`src/lms_pkg.sv`:
```
// Shared types, codes and helpers of the lift mechanism sequencer.
// No dependencies; imported by lms_step and lift_mechanism_sequencer.
package lms_pkg;

   localparam int TIMER_WIDTH_DEFAULT = 16;
   localparam int CFG_WIDTH           = 16;
   localparam int CSR_INDEX_WIDTH     = 1;
   localparam int MODE_CODE_WIDTH     = 4;
   localparam logic [CFG_WIDTH-1:0] WAIT_TICKS_RESET = CFG_WIDTH'(50);

   localparam logic [CSR_INDEX_WIDTH-1:0] CSR_ROLLER_WAIT = 1'b0;
   localparam logic [CSR_INDEX_WIDTH-1:0] CSR_UNDO_WAIT   = 1'b1;

   typedef enum logic [3:0] {
      REQ_TICK      = 4'd0,
      REQ_START     = 4'd1,
      REQ_STOP      = 4'd2,
      REQ_UP        = 4'd3,
      REQ_DOWN      = 4'd4,
      REQ_SING_UP   = 4'd5,
      REQ_SING_DOWN = 4'd6,
      REQ_REORIENT  = 4'd7,
      REQ_DONE      = 4'd8,
      REQ_OVR_ON    = 4'd9,
      REQ_OVR_OFF   = 4'd10
   } req_code_type;

   typedef enum logic [12:0] {
      MODE_INIT      = 13'b0000000000001,
      MODE_SAFETY    = 13'b0000000000010,
      MODE_BRAKING   = 13'b0000000000100,
      MODE_BOTTOM    = 13'b0000000001000,
      MODE_UP        = 13'b0000000010000,
      MODE_DOWN      = 13'b0000000100000,
      MODE_ARMS_IN   = 13'b0000001000000,
      MODE_ARMS_OUT  = 13'b0000010000000,
      MODE_SING_DOWN = 13'b0000100000000,
      MODE_SING_UP   = 13'b0001000000000,
      MODE_REORIENT  = 13'b0010000000000,
      MODE_WAIT_UNDO = 13'b0100000000000,
      MODE_OVERRIDE  = 13'b1000000000000
   } mode_type;

   typedef enum logic [1:0] {
      LIFT_STOP = 2'd0,
      LIFT_UP   = 2'd1,
      LIFT_DOWN = 2'd2
   } lift_type;

   typedef struct packed {
      logic hook_raise;
      logic hook_extend;
      logic reorient;
      logic arm;
      logic brake;
   } valve_type;

   typedef struct packed {
      req_code_type code;
      logic         top;
      logic         bottom;
      logic         tote;
   } request_type;

   // Binary mode number reported on the result channel.
   function automatic logic [MODE_CODE_WIDTH-1:0] mode_code(mode_type m);
      logic [MODE_CODE_WIDTH-1:0] code;
      case (m)
         MODE_INIT:      code = 4'd0;
         MODE_SAFETY:    code = 4'd1;
         MODE_BRAKING:   code = 4'd2;
         MODE_BOTTOM:    code = 4'd3;
         MODE_UP:        code = 4'd4;
         MODE_DOWN:      code = 4'd5;
         MODE_ARMS_IN:   code = 4'd6;
         MODE_ARMS_OUT:  code = 4'd7;
         MODE_SING_DOWN: code = 4'd8;
         MODE_SING_UP:   code = 4'd9;
         MODE_REORIENT:  code = 4'd10;
         MODE_WAIT_UNDO: code = 4'd11;
         MODE_OVERRIDE:  code = 4'd12;
         default:        code = 4'd0;
      endcase
      return code;
   endfunction

endpackage

```
`src/lms_step.sv`:
```
// Next-state logic of the lift mechanism sequencer: one request against the current state.
// Depends on lms_pkg.
module lms_step #(
   parameter int TIMER_WIDTH = lms_pkg::TIMER_WIDTH_DEFAULT
) (
   input  lms_pkg::request_type             request,
   input  lms_pkg::mode_type                mode_cur,
   input  lms_pkg::lift_type                lift_cur,
   input  lms_pkg::valve_type               valves_cur,
   input  logic [TIMER_WIDTH-1:0]           arms_in_cur,
   input  logic [TIMER_WIDTH-1:0]           arms_out_cur,
   input  logic [TIMER_WIDTH-1:0]           undo_cur,
   input  logic [lms_pkg::CFG_WIDTH-1:0]    roller_wait,
   input  logic [lms_pkg::CFG_WIDTH-1:0]    undo_wait,
   output lms_pkg::mode_type                mode_next,
   output lms_pkg::lift_type                lift_next,
   output lms_pkg::valve_type               valves_next,
   output logic [TIMER_WIDTH-1:0]           arms_in_next,
   output logic [TIMER_WIDTH-1:0]           arms_out_next,
   output logic [TIMER_WIDTH-1:0]           undo_next
);
   import lms_pkg::*;

   localparam int CMP_WIDTH = (TIMER_WIDTH > CFG_WIDTH) ? TIMER_WIDTH : CFG_WIDTH;
   localparam logic [TIMER_WIDTH-1:0] TIMER_MAX = {TIMER_WIDTH{1'b1}};

   logic [TIMER_WIDTH-1:0] arms_in_adv, arms_out_adv, undo_adv;
   logic [CMP_WIDTH-1:0]   roller_x, undo_wait_x;
   logic                   arms_in_done, arms_in_not_late, arms_out_done, undo_done;
   mode_type               work_target;
   logic                   braking_ok;

   // Saturating advance of the interval timers.
   assign arms_in_adv  = (arms_in_cur  == TIMER_MAX) ? arms_in_cur  : arms_in_cur  + 1'b1;
   assign arms_out_adv = (arms_out_cur == TIMER_MAX) ? arms_out_cur : arms_out_cur + 1'b1;
   assign undo_adv     = (undo_cur     == TIMER_MAX) ? undo_cur     : undo_cur     + 1'b1;

   assign roller_x    = CMP_WIDTH'(roller_wait);
   assign undo_wait_x = CMP_WIDTH'(undo_wait);

   // Commands compare unadvanced timers, ticks the advanced ones.
   assign arms_in_done     = CMP_WIDTH'(arms_in_cur) >= roller_x;
   assign arms_in_not_late = CMP_WIDTH'(arms_in_cur) <= roller_x;
   assign arms_out_done    = CMP_WIDTH'(arms_out_adv) >= roller_x;
   assign undo_done        = CMP_WIDTH'(undo_adv) >= undo_wait_x;

   always_comb begin
      case (request.code)
         REQ_SING_UP:   work_target = MODE_SING_UP;
         REQ_SING_DOWN: work_target = MODE_SING_DOWN;
         default:       work_target = MODE_REORIENT;
      endcase
   end

   assign braking_ok = (request.code != REQ_SING_UP) || !request.tote;

   always_comb begin
      mode_next     = mode_cur;
      lift_next     = lift_cur;
      valves_next   = valves_cur;
      arms_in_next  = arms_in_cur;
      arms_out_next = arms_out_cur;
      undo_next     = undo_cur;

      case (request.code)
         REQ_TICK: begin
            arms_in_next  = arms_in_adv;
            arms_out_next = arms_out_adv;
            undo_next     = undo_adv;
            case (mode_cur)
               MODE_INIT: begin
                  valves_next.brake = 1'b0;
                  lift_next         = LIFT_STOP;
               end
               MODE_SAFETY: begin
                  if (valves_cur.arm) begin
                     mode_next = MODE_WAIT_UNDO;
                  end else begin
                     mode_next = request.top ? MODE_BRAKING : MODE_INIT;
                  end
               end
               MODE_BRAKING: begin
                  lift_next         = LIFT_STOP;
                  valves_next.brake = 1'b1;
               end
               MODE_BOTTOM: begin
                  lift_next         = LIFT_STOP;
                  valves_next.brake = 1'b0;
                  mode_next         = MODE_INIT;
               end
               MODE_UP: begin
                  lift_next         = LIFT_UP;
                  valves_next.brake = 1'b0;
                  if (request.top) begin
                     mode_next = MODE_BRAKING;
                  end
               end
               MODE_DOWN: begin
                  lift_next         = LIFT_DOWN;
                  valves_next.brake = 1'b0;
                  if (request.bottom) begin
                     mode_next = MODE_BOTTOM;
                  end
               end
               MODE_ARMS_IN: begin
                  valves_next.arm = 1'b0;
               end
               MODE_WAIT_UNDO: begin
                  valves_next.reorient    = 1'b1;
                  valves_next.hook_extend = 1'b1;
                  valves_next.hook_raise  = 1'b1;
                  if (undo_done) begin
                     mode_next = MODE_ARMS_OUT;
                  end
               end
               MODE_ARMS_OUT: begin
                  valves_next.arm = 1'b1;
                  if (arms_out_done) begin
                     mode_next = request.top ? MODE_BRAKING : MODE_INIT;
                  end
               end
               MODE_SING_DOWN: begin
                  valves_next.hook_extend = 1'b0;
                  valves_next.hook_raise  = 1'b0;
               end
               MODE_SING_UP: begin
                  valves_next.hook_extend = 1'b0;
                  valves_next.hook_raise  = 1'b1;
               end
               MODE_REORIENT: begin
                  valves_next.reorient = 1'b0;
               end
               default: begin
               end
            endcase
         end
         REQ_START: begin
            mode_next = MODE_SAFETY;
         end
         REQ_STOP: begin
            if (mode_cur inside {MODE_UP, MODE_DOWN}) begin
               mode_next = MODE_INIT;
            end
         end
         REQ_UP: begin
            if ((mode_cur inside {MODE_INIT, MODE_DOWN}) && !request.top) begin
               mode_next = MODE_UP;
            end else if (mode_cur == MODE_OVERRIDE) begin
               lift_next = LIFT_UP;
            end
         end
         REQ_DOWN: begin
            if ((mode_cur inside {MODE_BRAKING, MODE_INIT, MODE_UP}) && !request.bottom) begin
               mode_next = MODE_DOWN;
            end else if (mode_cur == MODE_OVERRIDE) begin
               lift_next = LIFT_DOWN;
            end
         end
         REQ_SING_UP, REQ_SING_DOWN, REQ_REORIENT: begin
            if (mode_cur == MODE_ARMS_IN && arms_in_done) begin
               mode_next = work_target;
            end else if (mode_cur == MODE_ARMS_OUT) begin
               arms_in_next = '0;
               mode_next    = MODE_ARMS_IN;
            end else if (mode_cur == MODE_WAIT_UNDO) begin
               mode_next = work_target;
            end else if (mode_cur == MODE_BRAKING && braking_ok) begin
               arms_in_next = '0;
               mode_next    = MODE_ARMS_IN;
            end else if (mode_cur == MODE_OVERRIDE) begin
               if (request.code == REQ_REORIENT) begin
                  valves_next.reorient = 1'b0;
               end else begin
                  valves_next.hook_extend = 1'b0;
                  valves_next.hook_raise  = (request.code == REQ_SING_UP);
               end
            end else if (request.code == REQ_SING_UP && mode_cur == MODE_SING_DOWN) begin
               mode_next = MODE_SING_UP;
            end else if (request.code == REQ_SING_DOWN && mode_cur == MODE_SING_UP) begin
               mode_next = MODE_SING_DOWN;
            end
         end
         REQ_DONE: begin
            if (mode_cur inside {MODE_SING_DOWN, MODE_SING_UP, MODE_REORIENT}) begin
               undo_next = '0;
               mode_next = MODE_WAIT_UNDO;
            end else if (mode_cur == MODE_ARMS_IN && arms_in_not_late) begin
               arms_out_next = '0;
               mode_next     = MODE_ARMS_OUT;
            end else if (mode_cur == MODE_OVERRIDE) begin
               valves_next.hook_extend = 1'b1;
               valves_next.hook_raise  = 1'b1;
               valves_next.reorient    = 1'b1;
            end
         end
         REQ_OVR_ON: begin
            mode_next = MODE_OVERRIDE;
         end
         REQ_OVR_OFF: begin
            if (mode_cur == MODE_OVERRIDE) begin
               mode_next = MODE_INIT;
            end
         end
         default: begin
         end
      endcase
   end

endmodule

```
`src/lift_mechanism_sequencer.sv`:
```
// Top level of the lift mechanism sequencer: request register, state/result registers,
// configuration registers. Depends on lms_pkg and lms_step.
//
// Usage:
//  - Request channel (req_valid/req_stall): one tick or operator command per request,
//    with the limit-switch and tote-present levels sampled alongside.
//  - Result channel (rsp_valid/rsp_stall): one result per request, the mode and the
//    drive and valve levels after that request.
//  - Configuration port (csr_*): write the two wait counts while the block is idle.
//  - Throughput: one request per cycle unless a waiting result is stalled; the state
//    update is one pass of lms_step between the request register and the state
//    registers, which also serve as the result register.
//  - Stall: while a result waits, the request register holds one more request and
//    req_stall rises only when that register is full as well.
//  - Reset: mode init, timers and levels zero, both wait counts 50, channels empty.
module lift_mechanism_sequencer #(
   parameter int TIMER_WIDTH = lms_pkg::TIMER_WIDTH_DEFAULT
) (
   input  logic                                  clock,
   input  logic                                  reset,
   // request channel
   input  logic                                  req_valid,
   output logic                                  req_stall,
   input  logic [3:0]                            req_type,
   input  logic                                  req_top_switch_closed,
   input  logic                                  req_bottom_switch_closed,
   input  logic                                  req_tote_present,
   // result channel
   output logic                                  rsp_valid,
   input  logic                                  rsp_stall,
   output logic [lms_pkg::MODE_CODE_WIDTH-1:0]   rsp_mode,
   output logic [1:0]                            rsp_lift_drive,
   output logic                                  rsp_brake_on,
   output logic                                  rsp_arm_valve,
   output logic                                  rsp_reorient_valve,
   output logic                                  rsp_hook_extend_valve,
   output logic                                  rsp_hook_raise_valve,
   // configuration port
   input  logic                                  csr_write_enable,
   input  logic [lms_pkg::CSR_INDEX_WIDTH-1:0]   csr_index,
   input  logic [lms_pkg::CFG_WIDTH-1:0]         csr_write_data
);
   import lms_pkg::*;

   // request register
   logic        req_valid_ff, req_valid_in;
   request_type request_ff;

   // state registers; their outputs are the result payload
   logic                   rsp_valid_ff, rsp_valid_in;
   mode_type               mode_ff, mode_in;
   lift_type               lift_ff, lift_in;
   valve_type              valves_ff, valves_in;
   logic [TIMER_WIDTH-1:0] arms_in_ff, arms_in_in;
   logic [TIMER_WIDTH-1:0] arms_out_ff, arms_out_in;
   logic [TIMER_WIDTH-1:0] undo_ff, undo_in;

   // configuration registers
   logic [CFG_WIDTH-1:0] roller_wait_ff, undo_wait_ff;

   logic req_accept;
   logic step_fire;

   // Advance the held request whenever the result slot is free or being taken.
   assign step_fire  = req_valid_ff && (!rsp_valid_ff || !rsp_stall);
   assign req_stall  = req_valid_ff && rsp_valid_ff && rsp_stall;
   assign req_accept = req_valid && !req_stall;

   always_comb begin
      if (req_accept) begin
         req_valid_in = 1'b1;
      end else if (step_fire) begin
         req_valid_in = 1'b0;
      end else begin
         req_valid_in = req_valid_ff;
      end
   end

   // Hold a stalled result; drop it once taken unless a new one replaces it.
   assign rsp_valid_in = step_fire || (rsp_valid_ff && rsp_stall);

   lms_step #(
      .TIMER_WIDTH (TIMER_WIDTH)
   ) u_step (
      .request       (request_ff),
      .mode_cur      (mode_ff),
      .lift_cur      (lift_ff),
      .valves_cur    (valves_ff),
      .arms_in_cur   (arms_in_ff),
      .arms_out_cur  (arms_out_ff),
      .undo_cur      (undo_ff),
      .roller_wait   (roller_wait_ff),
      .undo_wait     (undo_wait_ff),
      .mode_next     (mode_in),
      .lift_next     (lift_in),
      .valves_next   (valves_in),
      .arms_in_next  (arms_in_in),
      .arms_out_next (arms_out_in),
      .undo_next     (undo_in)
   );

   // Request payload: load on accept, no reset needed.
   always_ff @(posedge clock) begin
      if (req_accept) begin
         request_ff <= '{code:   req_code_type'(req_type),
                         top:    req_top_switch_closed,
                         bottom: req_bottom_switch_closed,
                         tote:   req_tote_present};
      end
   end

   always_ff @(posedge clock) begin
      if (reset) begin
         req_valid_ff <= 1'b0;
         rsp_valid_ff <= 1'b0;
         mode_ff      <= MODE_INIT;
         lift_ff      <= LIFT_STOP;
         valves_ff    <= '0;
         arms_in_ff   <= '0;
         arms_out_ff  <= '0;
         undo_ff      <= '0;
      end else begin
         req_valid_ff <= req_valid_in;
         rsp_valid_ff <= rsp_valid_in;
         if (step_fire) begin
            mode_ff     <= mode_in;
            lift_ff     <= lift_in;
            valves_ff   <= valves_in;
            arms_in_ff  <= arms_in_in;
            arms_out_ff <= arms_out_in;
            undo_ff     <= undo_in;
         end
      end
   end

   always_ff @(posedge clock) begin
      if (reset) begin
         roller_wait_ff <= WAIT_TICKS_RESET;
         undo_wait_ff   <= WAIT_TICKS_RESET;
      end else if (csr_write_enable) begin
         case (csr_index)
            CSR_ROLLER_WAIT: roller_wait_ff <= csr_write_data;
            CSR_UNDO_WAIT:   undo_wait_ff   <= csr_write_data;
            default: begin
            end
         endcase
      end
   end

   assign rsp_valid             = rsp_valid_ff;
   assign rsp_mode              = mode_code(mode_ff);
   assign rsp_lift_drive        = lift_ff;
   assign rsp_brake_on          = valves_ff.brake;
   assign rsp_arm_valve         = valves_ff.arm;
   assign rsp_reorient_valve    = valves_ff.reorient;
   assign rsp_hook_extend_valve = valves_ff.hook_extend;
   assign rsp_hook_raise_valve  = valves_ff.hook_raise;

   // A processed start always lands in safety.
   a_start_to_safety: assert property (@(posedge clock) disable iff (reset)
      (step_fire && request_ff.code == REQ_START) |=> (mode_ff == MODE_SAFETY))
      else $error("start request did not enter safety");

   // A tick in up mode drives the lift up.
   a_up_drives_lift: assert property (@(posedge clock) disable iff (reset)
      (step_fire && request_ff.code == REQ_TICK && mode_ff == MODE_UP)
      |=> (lift_ff == LIFT_UP))
      else $error("tick in up mode did not drive lift up");

   // A request held behind a stalled result stays in the request register.
   a_hold_behind_stall: assert property (@(posedge clock) disable iff (reset)
      (req_valid_ff && rsp_valid_ff && rsp_stall)
      |=> (req_valid_ff && $stable(request_ff)))
      else $error("held request lost while result stalled");

endmodule
```
`config.mk`:
```
export PLATFORM = sky130hd
export DESIGN_NAME = lift_mechanism_sequencer
export DESIGN_NICKNAME = d
export VERILOG_FILES = /design/src/lms_pkg.sv /design/src/lms_step.sv /design/src/lift_mechanism_sequencer.sv
export SDC_FILE = /design/constraint.sdc
export NUM_CORES = 1
export LEC_CHECK = 0
export ABC_AREA = 1
export ABC_CLOCK_PERIOD_IN_PS = 3700
export BUFFER_PORTS_ARGS = -buffer_cell sky130_fd_sc_hd__buf_2
export CORE_ASPECT_RATIO = 0.7
export CORE_MARGIN = 3
export CORE_UTILIZATION = 55
export CTS_BUF_LIST = sky130_fd_sc_hd__clkbuf_4 sky130_fd_sc_hd__clkbuf_8
export CTS_CLUSTER_DIAMETER = 200
export CTS_CLUSTER_SIZE = 10
export DETAILED_ROUTE_END_ITERATION = 10
export GPL_TIMING_DRIVEN = 0
export PLACE_DENSITY_LB_ADDON = 0.05
export SLEW_MARGIN = 20
export SYNTH_ARGS = -nofsm -noshare
export SYNTH_HDL_FRONTEND = slang
export SYNTH_SLANG_ARGS = --single-unit
```
`constraint.sdc`:
```
create_clock -name clock -period 3.7 [get_ports clock]
set_clock_uncertainty 0.2 [all_clocks]
set_input_delay 0.185 -clock clock [delete_from_list [all_inputs] [get_ports clock]]
set_output_delay 0.185 -clock clock [all_outputs]
set_load 0.02 [all_outputs]
```
==> results of run 1 <==
-- kinds of logic after synthesis --
group | after synthesis | share of synthesized area [%]
AOI/OAI and AO/OA | 177 | 13.38
buffers and inverters | 170 | 9.862
xor gates and xnor gates | 19 | 2.411
and+or+nand+nor | 518 | 32.47
adders and majority gates | 51 | 9.246
DFF | 109 | 32.63
-- registers in the layout (all words and copies together), names as in the netlist, 2 cells and up --
signal          count
roller_wait_ff     16
undo_wait_ff       16
undo_ff            16
mode_ff            13
request_ff          7
arms_out_ff        16
arms_in_ff         16
rsp_lift_drive      2
-- power groups by stage --
stage | logic (W) | registers, W | clock network, W
2_1_floorplan | 0.000244 | 0.00127 | 0
3_3_place_gp | 0.000341 | 0.00127 | 0
3_5_place_dp | 0.000344 | 0.00127 | 0
4_1_cts | 0.000367 | 0.00125 | 0.000795
5_1_grt | 0.000432 | 0.00125 | 0.000844
6_report | 0.000387 | 0.00125 | 0.000788
-- critical path: cells and delay by family, from the launching register on --
| kind | cells | cell delay [ns] |
|---|---|---|
| XOR/XNOR | 1 | 0.19 |
| adder cells (fa/ha/maj) | 2 | 0.41 |
| buffers and inverters | 3 | 0.27 |
| flip-flops | 1 | 0.40 |
| AND/OR/NAND/NOR | 22 | 2.11 |
-- cell usage in the layout (no fill, tap or decap), types with 9 or more instances in the layout --
cell           instances
nor2_1                97
nand3_1               65
nand2_2               10
buf_2                 45
nor2_2                13
a21oi_1              109
buf_4                 12
o21ai_0               51
nor3_1                26
o211ai_1               9
dfxtp_1               98
ha_1                  49
nand2_1              262
nand4_1               17
clkbuf_1              15
inv_1                141
clkbuf_8              10
xnor2_1               10
dlygate4sd3_1         27
-- cell type report --
type	instances	area, sq um	share of cell area, %
Tap cell	157	196.4	2.442
Timing Repair Buffer	79	578.1	7.186
Buffer	25	140.1	1.742
Inverter	145	544.3	6.766
Sequential cell	109	2265	28.15
Clock buffer	9	123.9	1.540
Multi-Input combinational cell	765	4108	51.07
Clock inverter	7	88.84	1.104
-- worst max path at each step --
stage	startpoint	to	cells after the start
global placement	arms_out_ff[0]	mode_ff[10]	19
floorplan	arms_out_ff[0]	mode_ff[4]	21
finish	arms_out_ff[0]	mode_ff[12]	28
global route	arms_out_ff[0]	mode_ff[1]	28
detailed placement	arms_out_ff[0]	mode_ff[9]	19
CTS	arms_out_ff[0]	mode_ff[12]	22
-- Yosys cell counts, drive strengths merged --
cell type	count	area share (%)
nor2	118	7.4
nand2	276	15
buf	9	0.96
or2	2	0.18
nand3	68	5.2
a31oi	3	0.27
xnor2	10	1.3
nand4	17	1.5
o211a	1	0.15
o211ai	9	0.98
o221ai	1	0.13
dfxtp	102	30
xor2	9	1.1
nand3b	4	0.44
o21a	1	0.11
a21oi	109	7.9
edfxtp	7	3.0
and3	1	0.091
o21ai	53	3.8
ha	51	9.2
clkbuf	16	1.0
inv	145	7.9
nor3	32	2.4
-- what timing repair did --
item,in CTS,in global routing
endpoints found under the hold margin,42,0
setup buffers,1,10
gates resized for setup,4,39
pin swaps,1,12
cloned,0,1
endpoints found under the setup margin,13,13
hold buffers,27,0
-- metal layers --
layer	global-route usage, %	wire length (um)
met5	0	0
met4	5.361	286
met3	5.334	1688
met2	41.04	8223
met1	42.07	9402
-- metrics by stage --
stage | util (%) | std cells
floorplan | - | 1044
finish | 67.18 | 1296
CTS | 65.15 | 1285
detailed placement | 60.95 | 1241
global placement | 60.95 | 1241
global route | 67.18 | 1296
==> results_dict.tcl, run 1 <==
set metrics [dict create \
    clock_sinks 109 \
    dp_hpwl_mm 14.64 \
    firstDrtPassIters 6 \
    die-area_sq_um 13950 \
    critical_path_required_ns 3.84 \
    worstHoldStart "csr_index" \
    antenna_found_initial 0 \
    wl_per_cell_um 15.13 \
    finalCritPeriodShare_pct 98.47 \
    postLayoutSetupSlackWorst_ns 0.05646 \
    antennaDiodeCount 0 \
    report.final.slew_viol_count 0 \
    cts_buffers 9 \
    gr-usage-all-layers_pct 27.69 \
    coreArea_sq_um 11970 \
    path_max_fanout 6 \
    synth-seq-cells 109 \
    place.gp.congestion 0.9473 \
    hp-class "in -> reg" \
    tightest_slew_ns 0.7219 \
    syn_avg_cell_area_sq_um 6.611 \
    timing.final.crit_period_ns 3.644 \
    p_seq_share_pct 51.5 \
    netlist_instances 1044 \
    pre_cts_ws_ns -0.2659 \
    p_sw_share_pct 32.16 \
    vias 7009 \
    nets 1214 \
    arrival_ns 3.79 \
    final_hold_viol_count 0 \
    fmaxAchievable_ghz 0.2745 \
    grt.overflow.total 0 \
    whs_ns 0.02871 \
    p_leak_nw 3.733 \
    rsz0062_at_grt "yes" \
    final_area_sq_um 8044 \
    via_per_inst 5.408 \
    drive_above_1_share_pct 11.94 \
    worstSkewPairLatency_ns 0.40 \
    whs_path_depth 3 \
    worstReg2RegStart "arms_out_ff[0]" \
    p_sw_w 0.0007782 \
    cts_htree_levels 3 \
    seq_area_frac_synth_pct 32.63 \
    yosysWarnings 0 \
    area_delta_synth_final_pct 16.55 \
    num_rows 33 \
    intPower_w 0.001642 \
    first_global_vias 6094 \
    p_total_w 0.002420 \
    hold_end "roller_wait_ff[5]" \
    io_pins 42 \
    reg2reg_to "mode_ff[12]" \
    finalSetupTns_ns 0 \
    clk_pin_slew_ns 0.13 \
    wl_mm 19.60 \
    fp.dieW_um 139.9 \
    yosysUniqueCellTypes 36 \
    cp-start-kind "register" \
    status "finished clean" \
    setup_viol 0 \
    start_util_pct 57.64 \
    critical_path_class "reg -> reg" \
    synth_nets 1124 \
    combPwrFrac_pct 16.0 \
    rr_worst_depth 28 \
    first_iter_violations 623 \
    grt_max_degree 24 \
    dpl_cell_area_sq_um 7298 \
    relSlewSlack_pct 51.87 \
    grt_pass1_wl_mm 30.98 \
    ir_drop_uv 219.4 \
    cts_tree "built" \
    route.detailed.drc 0 \
    critPathMaxStageDelay_ns 0.40 \
    path_common_cell "nand2_1" \
    pwr-share-clk_pct 32.5 \
    power_density_nw_per_um2 300.9 \
    cpMaxStageDelayCell "dfxtp_4" \
    die_height_um 99.72 \
    cts_buffer_depth 2 \
    r2r_slack_ns 0.06 \
    netlist_area_sq_um 6902 \
    io_buffers 40 \
    crit_path_end_kind "register" \
    drv_cap 0 \
    n_fill_cell 1114 \
    root_buffer "clkbuf_8" \
    drtAntennaViolNets 0 \
]
(Power assumes the default switching activity.)
==> inputs of run 2 (changes only) <==
--- a/config.mk
+++ b/config.mk
@@ -5,8 +5,6 @@
 export SDC_FILE = /design/constraint.sdc
 export NUM_CORES = 1
 export LEC_CHECK = 0
-export ABC_AREA = 1
-export ABC_CLOCK_PERIOD_IN_PS = 3700
 export BUFFER_PORTS_ARGS = -buffer_cell sky130_fd_sc_hd__buf_2
 export CORE_ASPECT_RATIO = 0.7
 export CORE_MARGIN = 3
==> run 2 against run 1 <==
  * Flip-flop and latch count stayed put
  * Critical path depth shrank 13
  * Clock-buffer cell count unchanged
  * Register-to-register slack got worse by 0.49 ns
  * Global-route usage grew 2.7 points
  * Critical endpoint is now mode_ff[5]
  * Synthesized area rose by 3.5%
  * Synthesized cell count shrank 10%
  * Design area increased by 6.6%
  * Largest cell class unchanged
  * Largest power group unchanged
  * Cell count decreased by 6.4%
  * Die area rose by 3.3%
  * The run now ends with setup timing left
==> results_dict.tcl, run 2 <==
set metrics [dict create \
    grt_pass1_wl_mm 34.53 \
    worstReg2RegStart "arms_out_ff[4]" \
    crit_chain "and4_4, nand4_1, buf_4, nor2_4, nand4_1, nor2_1, mux2_4, ha_4, nand4_1, a211oi_2, a41oi_2, a32o_2, or3_4, or4_1, o21ai_1" \
    arrival_ns 4.26 \
    path_max_fanout 5 \
    cpMaxStageDelayCell "or4_1" \
    clock_sinks 109 \
    dp_hpwl_mm 16.06 \
    critical_path_required_ns 3.82 \
    io_pins 42 \
    final_area_sq_um 8573 \
    drive_above_1_share_pct 16.37 \
    p_total_w 0.002321 \
    fmaxAchievable_ghz 0.2418 \
    io_buffers 41 \
    wl_per_cell_um 18.18 \
    status "complete, but fails checks" \
    netlist_top_cells_count "nand2_1, dfxtp_1, a21oi_1" \
    cp-endpoint "mode_ff[5]" \
    yosysUniqueCellTypes 70 \
    violations "setup timing" \
    rr_worst_depth 15 \
    drv_cap 0 \
    grt.overflow.total 0 \
    cp-start-kind "register" \
    drtAntennaViolNets 0 \
    netlist_instances 935 \
    power_density_nw_per_um2 270.7 \
    synth_edf_count 7 \
    synth_nets 1015 \
    setup_viol 13 \
    crit_path_end_kind "register" \
    first_iter_violations 628 \
    report.final.slew_viol_count 0 \
    wl_mm 22.05 \
    reg2reg_to "mode_ff[5]" \
    num_rows 34 \
    r2r_slack_ns -0.43 \
    rsz0062_at_grt "yes" \
    dpl_cell_area_sq_um 7639 \
    start_util_pct 56.90 \
    postLayoutSetupSlackWorst_ns -0.4348 \
    fp.dieW_um 142.2 \
    tightest_slew_ns 0.9169 \
    finalCritPeriodShare_pct 111.8 \
    ir_drop_uv 219.6 \
    nets 1126 \
    root_buffer "clkbuf_8" \
    relSlewSlack_pct 38.04 \
    hp-class "in -> reg" \
    synth-seq-cells 109 \
    path_common_cell "nand4_1" \
    critPathMaxStageDelay_ns 0.47 \
    yosysTopAreaCell "dfxtp_1" \
    route.detailed.drc 0 \
    cts_buffers 9 \
    synth_top_area_share_pct 28.60 \
    worstSkewPairLatency_ns 0.39 \
    antenna_found_initial 0 \
    coreArea_sq_um 12550 \
    whs_ns 0.06544 \
    timing.final.crit_period_ns 4.135 \
    p_leak_nw 3.459 \
    cts_buffer_depth 2 \
    seq_area_frac_synth_pct 31.54 \
    yosysMostFrequentCell "nand2_1" \
    clk_pin_slew_ns 0.12 \
    cp-startpoint "arms_out_ff[4]" \
    die-area_sq_um 14410 \
    yosysWarnings 0 \
    place.gp.congestion 1.008 \
    layout_commonest_cell "nand2_1" \
    first_global_vias 6495 \
    synth-main-ff-cell "dfxtp_1" \
    final_hold_viol_count 0 \
    firstDrtPassIters 5 \
    via_per_inst 5.993 \
    die_height_um 101.3 \
    vias 7269 \
    grt_max_degree 21 \
    gr-usage-all-layers_pct 30.37 \
    synth.area.top_cells "dfxtp_1, ha_1, nand2_1" \
    area_delta_synth_final_pct 20.06 \
    syn_avg_cell_area_sq_um 7.637 \
    netlist_area_sq_um 7141 \
    cts_tree "built" \
    antennaDiodeCount 0 \
    async_reset_ff_share_pct 0 \
    cts_htree_levels 3 \
    critical_path_class "reg -> reg" \
    mostFrequentLayoutCells "nand2_1, dfxtp_1, a21oi_1, nor2_1, buf_2" \
]
[run 2: changes by cell type in the layout (fill, tap and decap cells not counted), moves of 15 or more]
cell	previous run	this run
nand2_1	262	126
buf_4	12	33
xnor2_1	10	27
nor2_1	97	74
nand2b_1	0	15
inv_1	141	46
a21oi_1	109	87
nand3_1	65	37
clkbuf_1	15	32
[run 2: cells by family after synthesis]
family / count (synthesis) / synth area share (%)
AOI/OAI and AO/OA: 221 / 18.84
xor gates and xnor gates: 42 / 5.152
buffers and inverters: 96 / 5.467
DFF: 109 / 31.54
muxes: 7 / 1.051
adders and majority gates: 51 / 8.936
and+or+nand+nor: 409 / 29.02
[run 2: metrics by stage]
step	setup TNS [ns]	utilization [%]	setup WS (ns)	cells
4_1_cts	-3.119	67.86	-0.2988	1210
6_report	-5.081	68.32	-0.4348	1213
3_3_place_gp	-9.578	60.87	-0.9623	1138
2_1_floorplan	-0.7575	-	-0.1388	935
5_1_grt	-6.245	68.32	-0.5372	1213
3_5_place_dp	-9.833	60.87	-0.9915	1138
[run 2: worst min-delay path by stage]
stage                           startpoint  depth (start not counted)         endpoint  slack (ns)
final                            csr_index                          4  undo_wait_ff[2]        0.07
after global routing             csr_index                          4  undo_wait_ff[0]        0.08
after CTS                        csr_index                          4  undo_wait_ff[8]        0.05
after detailed placement       req_type[0]                          1    request_ff[3]        0.16
after global placement         req_type[2]                          1    request_ff[5]        0.16
after floorplan           req_tote_present                          0    request_ff[0]        0.08
[run 2: layout make-up]
cell class | instances | area (sq um)
plain buffers | 48 | 226.5
clock buffers | 9 | 123.9
clock inverters | 7 | 96.34
fillers | 1063 | 3976
inverters | 46 | 172.7
multi-input cells | 730 | 4745
flip-flops and latches | 109 | 2271
well taps | 162 | 202.7
repair buffers | 102 | 735.7
[run 2: critical path: cells and delay by family (launching register included)]
| family | cells | cell delay, ns |
|---|---|---|
| AO/OA/AOI/OAI | 4 | 0.91 |
| adder cells (fa/ha/maj) | 1 | 0.27 |
| buffers and inverters | 1 | 0.17 |
| flip-flops | 1 | 0.36 |
| multiplexers | 1 | 0.35 |
| AND/OR/NAND/NOR | 8 | 1.80 |
[run 2: repair_timing]
action                                  CTS  global route
hold endpoints to repair                 41             0
gates resized for setup                  50             7
pin swaps                                27            11
endpoints found under the setup margin   13            16
buffers inserted                         32             3
hold buffers                             26             0
[run 2: metal layers]
metal | vias to the layer above | track usage, % | wire (um) | share of wire [%]
met1 | 3349 | 45.71 | 10730 | 49
met2 | 320 | 42.91 | 8982 | 41
met4 | 0 | 6.268 | 268 | 1.2
met5 | - | 0 | 0 | 0
met3 | 23 | 8.872 | 2074 | 9.4
li1 | 3577 | - | - | -
[run 2: power by group]
part / switching (W) / internal (W) / leakage [nW]
logic: 0.000189 / 0.000112 / 2.45
clock network: 0.000464 / 0.000329 / 0.106
registers: 0.0000173 / 0.00121 / 0.900
